--- config.mk ---
export PLATFORM = sky130hd
export DESIGN_NAME = sobel_ctrl
export DESIGN_NICKNAME = d
export VERILOG_FILES = /design/src/rtl/sobel_pkg.sv /design/src/rtl/sobel_ctrl.sv
export SDC_FILE = /design/constraint.sdc
export NUM_CORES = 1
export LEC_CHECK = 0
export ABC_AREA = 1
export BUFFER_PORTS_ARGS = -buffer_cell sky130_fd_sc_hd__buf_2
export CORE_AREA = 2 2 39 41
export CTS_BUF_LIST = sky130_fd_sc_hd__clkbuf_16
export CTS_CLUSTER_SIZE = 8
export DETAILED_ROUTE_END_ITERATION = 8
export DIE_AREA = 0 0 41 43
export HOLD_SLACK_MARGIN = 0.06
export PLACE_DENSITY_LB_ADDON = 0.2
export SYNTH_ARGS = -nofsm -noshare
export SYNTH_HDL_FRONTEND = slang
export SYNTH_SLANG_ARGS = --single-unit
export TNS_END_PERCENT = 1
--- constraint.sdc ---
create_clock -name clock -period 2.4 [get_ports clock]
set_input_delay 0 -clock clock [delete_from_list [all_inputs] [get_ports clock]]
set_output_delay 0 -clock clock [all_outputs]
set_load 0.03 [all_outputs]
--- src/rtl/sobel_pkg.sv ---
`timescale 1ns / 1ps
// ----------------------------------------------------------------------------
// Sobel edge magnitude package
// Shared types and constants for the controller and the datapath.
// ----------------------------------------------------------------------------
package sobel_pkg;

   localparam int unsigned WIDTH_BITS  = 11;
   localparam int unsigned HEIGHT_BITS = 13;
   localparam int unsigned PIXEL_BITS  = 24;
   // A sum of two squares of gradients up to 1020 needs 21 bits.
   localparam int unsigned SUM_BITS    = 21;
   localparam logic [SUM_BITS-1:0] SAT_SUM = 21'd65281;

   // Configuration register indexes.
   localparam logic CSR_FRAME_WIDTH  = 1'b0;
   localparam logic CSR_FRAME_HEIGHT = 1'b1;

   // Operation codes of an input word.
   localparam logic OP_PIXEL = 1'b0;
   localparam logic OP_DRAIN = 1'b1;

   // Commands from the controller to the datapath.
   typedef struct packed {
      logic accept;    // capture the input word, read both line stores
      logic update;    // write line stores and shift the window
      logic compute;   // form the sums of squares
      logic root_step; // one bit of the square root
      logic finish;    // rounding and load of the output register
      logic clear;     // restart of the frame
   } cmd_type;

   // Status from the datapath to the controller.
   typedef struct packed {
      logic emit;
   } status_type;

endpackage

--- src/rtl/sobel_ctrl.sv ---
`timescale 1ns / 1ps
// ----------------------------------------------------------------------------
// Sobel controller
// Sequences a word: read, update and, for results, sums, root steps, output.
// ----------------------------------------------------------------------------
module sobel_ctrl (
   input  logic                  clock,
   input  logic                  reset,
   input  logic                  req_valid,
   input  logic                  csr_write,
   input  logic                  rsp_free,
   input  sobel_pkg::status_type status,
   output logic                  req_stall,
   output sobel_pkg::cmd_type    cmd
);

   typedef enum logic [2:0] {
      ST_IDLE, ST_UPDATE, ST_SUMS, ST_ROOT, ST_FINISH
   } state_type;

   state_type   state_ff, state_in;
   logic [2:0]  step_ff, step_in;

   assign req_stall = (state_ff != ST_IDLE) | csr_write;

   // Next state and commands.
   always_comb begin
      state_in = state_ff;
      step_in  = step_ff;
      cmd      = '0;
      cmd.clear = csr_write;
      unique case (state_ff)
         ST_IDLE: begin
            if (req_valid && !csr_write) begin
               cmd.accept = 1'b1;
               state_in   = ST_UPDATE;
            end
         end
         ST_UPDATE: begin
            cmd.update = 1'b1;
            state_in   = status.emit ? ST_SUMS : ST_IDLE;
         end
         ST_SUMS: begin
            cmd.compute = 1'b1;
            step_in     = 3'd7;
            state_in    = ST_ROOT;
         end
         ST_ROOT: begin
            cmd.root_step = 1'b1;
            step_in       = step_ff - 3'd1;
            if (step_ff == 3'd0) state_in = ST_FINISH;
         end
         ST_FINISH: begin
            if (rsp_free) begin
               cmd.finish = 1'b1;
               state_in   = ST_IDLE;
            end
         end
         default: state_in = ST_IDLE;
      endcase
   end

   always_ff @(posedge clock) begin
      if (reset) begin
         state_ff <= ST_IDLE;
         step_ff  <= '0;
      end else begin
         state_ff <= state_in;
         step_ff  <= step_in;
      end
   end

endmodule

==> results of run 1 <==
-- registers in the layout, summed over array words and instances, names as in the netlist --
signal	count
state_ff	3
step_ff	3
-- final cells by class --
cell class / instances / area (um2)
well taps: 16 / 20.0
multi-input cells: 30 / 174
flip-flops and latches: 6 / 120
repair buffers: 13 / 70.1
fillers: 158 / 880
inverters: 12 / 45.0
clock buffers: 3 / 75.1
-- report_power, final --
| part | internal (W) | switching [W] | total (W) |
|---|---|---|---|
| clock | 0.000214 | 0.0000538 | 0.000267 |
| sequential | 0.000114 | 0.0000119 | 0.000125 |
| combinational | 0.0000398 | 0.0000757 | 0.000115 |
| total | 0.000367 | 0.000141 | 0.000508 |
-- path summary, 6_finish.rpt --
path                      end
setup reg to reg  state_ff[0]
hold reg to reg    step_ff[0]
setup / recovery       cmd[1]
hold / removal    state_ff[1]
-- critical path: stages (launching register included) --
cell	delay (ps)
dfxtp_1	440
inv_1	120
nor4_1	240
buf_2	240
-- stage by stage --
step | cell area [um2] | cells | power (W)
after global routing | 504 | 80 | 0.000539
after floorplan | 347 | 49 | 0.000214
after detailed placement | 419 | 76 | 0.000242
after CTS | 504 | 80 | 0.000515
after global placement | 419 | 76 | 0.000241
final | 504 | 80 | 0.000508
-- metal layers --
metal  share of wire, %  global-route usage [%]  routed length (um)
met1                 52                    13.8                 357
met2                 38                    10.9                 260
met3                7.7                    3.14                  53
met4                2.8                    10.0                  19
met5                  0                       0                   0
-- logic make-up after synthesis --
group / after synthesis / synth area share [%]
and+or+nand+nor: 23 / 33.6
buffers and inverters: 13 / 15.2
DFF: 6 / 34.7
AOI/OAI and AO/OA: 5 / 9.39
adders and majority gates: 2 / 7.22
-- layout by cell type, fill, tap and decap left out --
cell           Yosys  final
dfxtp_1            6      6
nor4_1             2      2
ha_1               2      2
nand3_2            1      1
nand2_2            1      1
clkbuf_16          0      3
o21ai_0            1      1
nor3_1             1      1
nand2_1            8      8
nand3_1            4      4
a21oi_1            2      2
dlygate4sd3_1      0      1
nand4_1            1      1
buf_2              0     12
a221oi_1           2      2
nor2_1             4      4
inv_1             12     12
nor2_4             1      1
==> results.sh, run 1 <==
export IMPL_synth_top_area_cell="dfxtp_1"
export IMPL_grtUsageTotal_pct=9.90
export IMPL_path_class="reg -> out"
export IMPL_yosysSeqAreaShare_pct=34.7
export IMPL_synthCells=49
export IMPL_viasPerCell=4.38
export IMPL_cts_tree="done"
export IMPL_wl_um=690
export IMPL_end_kind="primary output"
export IMPL_power_density_nw_per_um2=1010
export IMPL_core_area_um2=1380
export IMPL_cts_buffers=3
export IMPL_fin_setup_tns_ps=0
export IMPL_grt_max_degree=7
export IMPL_holdPathStages=5
export IMPL_ys_ff_latch=6
export IMPL_async_flop_share_pct=0
export IMPL_reg2reg_depth=9
export IMPL_ir_drop_mv=0.418
export IMPL_die_y_um=43
export IMPL_r2r_slack_ps=1200
export IMPL_drv_cap=0
export IMPL_pre_cts_ws_ps=1190
export IMPL_fin_crit_ps=1260
export IMPL_rr_startpoint="step_ff[0]"
export IMPL_hold_buffers=1
export IMPL_yosysMostFrequentCell="inv_1"
export IMPL_std_cell_rows=14
export IMPL_finish_utilization_pct=36.4
export IMPL_final_hold_viol_count=0
export IMPL_max_freq_mhz=792
export IMPL_finalCritPeriodShare_pct=52.6
export IMPL_cts_root_buf="clkbuf_16"
export IMPL_first_pass_iters=4
export IMPL_ctsResizeCount=0
export IMPL_whs_ps=72.4
export IMPL_grt_pass1_vias=275
export IMPL_worstHoldPathType="in -> reg"
export IMPL_antenna_found_initial=0
export IMPL_setup_viol=0
export IMPL_p_leak_nw=0.274
export IMPL_relSlewSlack_pct=84.2
export IMPL_drtIter0Drc=7
export IMPL_nets=74
export IMPL_grt_overflow_total=0
export IMPL_drc_errors=0
export IMPL_slew_viol_final=0
export IMPL_path_clk_slew_ps=30
export IMPL_synth_edff_count=0
export IMPL_critPathRequiredTime_ps=2400
export IMPL_h_tree_depth=1
export IMPL_synth_ff_type="dfxtp_1"
export IMPL_synth_area_leaders="dfxtp_1 35%, inv_1 13%, nand2_1 8.7%"
export IMPL_fp_dieW_um=41
export IMPL_io_pins=13
export IMPL_crit_fanout=6
export IMPL_wire_per_inst_um=8.63
export IMPL_setup_slack_ps=1140
export IMPL_cts_sinks=6
export IMPL_layout_drive_gt1_share_pct=28.1
export IMPL_netlist_area_um2=347
export IMPL_clk_insertion_delay_late_ps=230
export IMPL_yosys_area_top_type_share_pct=34.7
export IMPL_hpwlAfterDp_um=544
export IMPL_critPathLaunch="state_ff[2]"
export IMPL_synthToLayoutAreaGrowth_pct=45.5
export IMPL_synth_common_cells="12 x inv_1, 8 x nand2_1, 6 x dfxtp_1"
export IMPL_rsz0062_at_grt="no"
export IMPL_via_count=350
export IMPL_gp_congestion=0.631
export IMPL_worstSetupStartpointType="flop"
export IMPL_diodes=0
export IMPL_ant_nets=0
export IMPL_yosys_warnings=0
export IMPL_clockBufferDepth=2
export IMPL_start_util_pct=25.0
export IMPL_syn_nets=57
export IMPL_cp_arrival_ps=1260
export IMPL_postCtsSetupBuffers=0
export IMPL_synth_area_per_cell_um2=7.07
export IMPL_portBuffers=12
export IMPL_die_area_um2=1760
export IMPL_grt_pass1_wl_um=1100
export IMPL_outcome="completed"
export IMPL_tightest_slew_ps=235
export IMPL_min_from="status"
export IMPL_synth_distinct_cells=16
export IMPL_clock_skew_final_ps=2.21
Note: power is estimated with default switching activity, not from simulation.
==> run 2, diff against run 1 <==
==> constraint.sdc (replaced) <==
create_clock -name clock -period 1 [get_ports clock]
set_input_delay 0 -clock clock [delete_from_list [all_inputs] [get_ports clock]]
set_output_delay 0 -clock clock [all_outputs]
set_load 0.03 [all_outputs]
==> run 2 against run 1 <==
Net effect: the flow now finishes with violations (negative setup slack); first-iteration DRC count is 71% lower; largest power group unchanged; clock power is 140% higher; largest cell class unchanged; non-clock buffer count is 9 higher; sequential share of layout area is 5.2 points lower.
==> results.sh, run 2 (synthesis results as in run 1) <==
export IMPL_cts_buffers=3
export IMPL_grt_pass1_wl_um=1270
export IMPL_crit_fanout=4
export IMPL_power_density_nw_per_um2=2080
export IMPL_portBuffers=12
export IMPL_worstSetupStartpointType="flop"
export IMPL_nets=83
export IMPL_grtUsageTotal_pct=10.7
export IMPL_final_hold_viol_count=0
export IMPL_instances_no_fill=90
export IMPL_ir_drop_mv=1.40
export IMPL_drtIter0Drc=2
export IMPL_via_count=396
export IMPL_clock_skew_final_ps=1.59
export IMPL_start_util_pct=25.0
export IMPL_grt_pass1_vias=370
export IMPL_placed_cell_area_um2=526
export IMPL_p_leak_nw=0.334
export IMPL_gp_congestion=0.737
export IMPL_cp_arrival_ps=1130
export IMPL_top_regs="state_ff: 3 flops, step_ff: 3 flops"
export IMPL_outcome="complete, but fails checks"
export IMPL_hpwlAfterDp_um=611
export IMPL_violations="negative setup slack"
export IMPL_worstHoldPathType="in -> reg"
export IMPL_die_area_um2=1760
export IMPL_slew_viol_final=0
export IMPL_path_class="reg -> out"
export IMPL_min_to="state_ff[1]"
export IMPL_wire_per_inst_um=8.64
export IMPL_rr_startpoint="step_ff[1]"
export IMPL_layout_drive_gt1_share_pct=64.9
export IMPL_first_pass_iters=2
export IMPL_clk_insertion_delay_late_ps=230
export IMPL_reg2reg_depth=9
export IMPL_path_cells="buf_6 -> nor4_4 -> buf_6"
export IMPL_cp_slowest_stage_delay_ps=350
export IMPL_finalCritPeriodShare_pct=113
export IMPL_synthToLayoutAreaGrowth_pct=102
export IMPL_end_kind="primary output"
export IMPL_path_clk_slew_ps=30
export IMPL_crit_path_frequent_cell="buf_6"
export IMPL_h_tree_depth=1
export IMPL_diodes=0
export IMPL_antenna_found_initial=0
export IMPL_slowest_stage="dfxtp_4"
export IMPL_cts_sinks=6
export IMPL_die_y_um=43
export IMPL_clockBufferDepth=2
export IMPL_finish_utilization_pct=50.5
export IMPL_whs_ps=78.3
export IMPL_dp_cells=84
export IMPL_setup_viol=7
export IMPL_std_cell_rows=14
export IMPL_grt_max_degree=6
export IMPL_viasPerCell=4.40
export IMPL_drv_cap=0
export IMPL_setup_slack_ps=-126
export IMPL_cts_root_buf="clkbuf_16"
export IMPL_fin_crit_ps=1130
export IMPL_crit_buf_inv=2
export IMPL_tightest_slew_ps=204
export IMPL_cts_tree="done"
export IMPL_fp_dieW_um=41
export IMPL_holdPathStages=5
export IMPL_io_pins=13
export IMPL_grt_overflow_total=0
export IMPL_max_freq_mhz=888
export IMPL_fillCellCount=137
export IMPL_final_cell_mix="8 x buf_4, 7 x inv_2, 7 x buf_2, 6 x inv_1, 6 x buf_6"
export IMPL_rsz0062_at_grt="yes"
export IMPL_final_area_um2=699
export IMPL_critPathRequiredTime_ps=1000
export IMPL_layout_commonest_cell="buf_4"
export IMPL_core_area_um2=1380
export IMPL_crit_family="flip-flops"
export IMPL_ant_nets=0
export IMPL_drc_errors=0
export IMPL_r2r_slack_ps=-70
export IMPL_fin_setup_tns_ps=-536
export IMPL_wl_um=778
export IMPL_relSlewSlack_pct=86.3
export IMPL_reg2reg_to="state_ff[0]"
export IMPL_min_from="status"
-- run 2: cell count changes in the layout (fill, tap and decap cells not counted), sizes merged --
cell,previous run,this run
inv,12,13
buf,12,21
-- run 2: layer usage --
layer / track usage, % / wire (um)
met3: 1.57 / 55
met4: 8.00 / 23
met1: 11.4 / 343
met2: 17.5 / 356
met5: 0 / 0
-- run 2: what timing repair did --
item,4_1_cts,5_1_grt
hold buffers,1,0
resized for setup,23,4
pin swaps,4,0
endpoints found under the setup margin,10,10
hold endpoints to repair,3,0
gates cloned,0,0
setup buffers,1,0
-- run 2: how the worst max path moves through the flow --
stage	startpoint	to	cells past startpoint
floorplan	state_ff[1]	state_ff[0]	7
global placement	step_ff[0]	state_ff[0]	9
detailed placement	step_ff[0]	state_ff[0]	9
CTS	state_ff[0]	cmd[1]	3
global route	state_ff[2]	cmd[5]	3
finish	state_ff[0]	cmd[1]	3
-- run 2: where the power goes --
group | switching [W] | internal, W | leakage (nW)
Combinational | 0.000258 | 0.000237 | 0.240
Sequential | 0.0000278 | 0.000280 | 0.0513
Clock | 0.000131 | 0.000518 | 0.0423
Total | 0.000417 | 0.00103 | 0.334
-- run 2: area by class of cell --
cell class | instances | area (um2) | share of cell area [%]
tap | 16 | 20.0 | 2.86
multi-input combinational | 30 | 253 | 36.1
clock inverter | 1 | 3.75 | 0.537
clock buffer | 3 | 75.1 | 10.7
sequential | 6 | 130 | 18.6
timing repair buffer | 22 | 173 | 24.7
inverter | 12 | 45.0 | 6.44
-- run 2: tightest hold or removal path, stage by stage --
cell,delay [ps]
buf_2,70
nand2_1,50
nand3_1,60
nand2_1,50
inv_1,40
-- run 2: through the flow --
stage / worst slack (ps) / total power (W)
6_report: -126 / 0.00145
5_1_grt: -179 / 0.00154
4_1_cts: -137 / 0.00145
3_5_place_dp: -144 / 0.000689
3_3_place_gp: -136 / 0.000688
2_1_floorplan: -111 / 0.000557
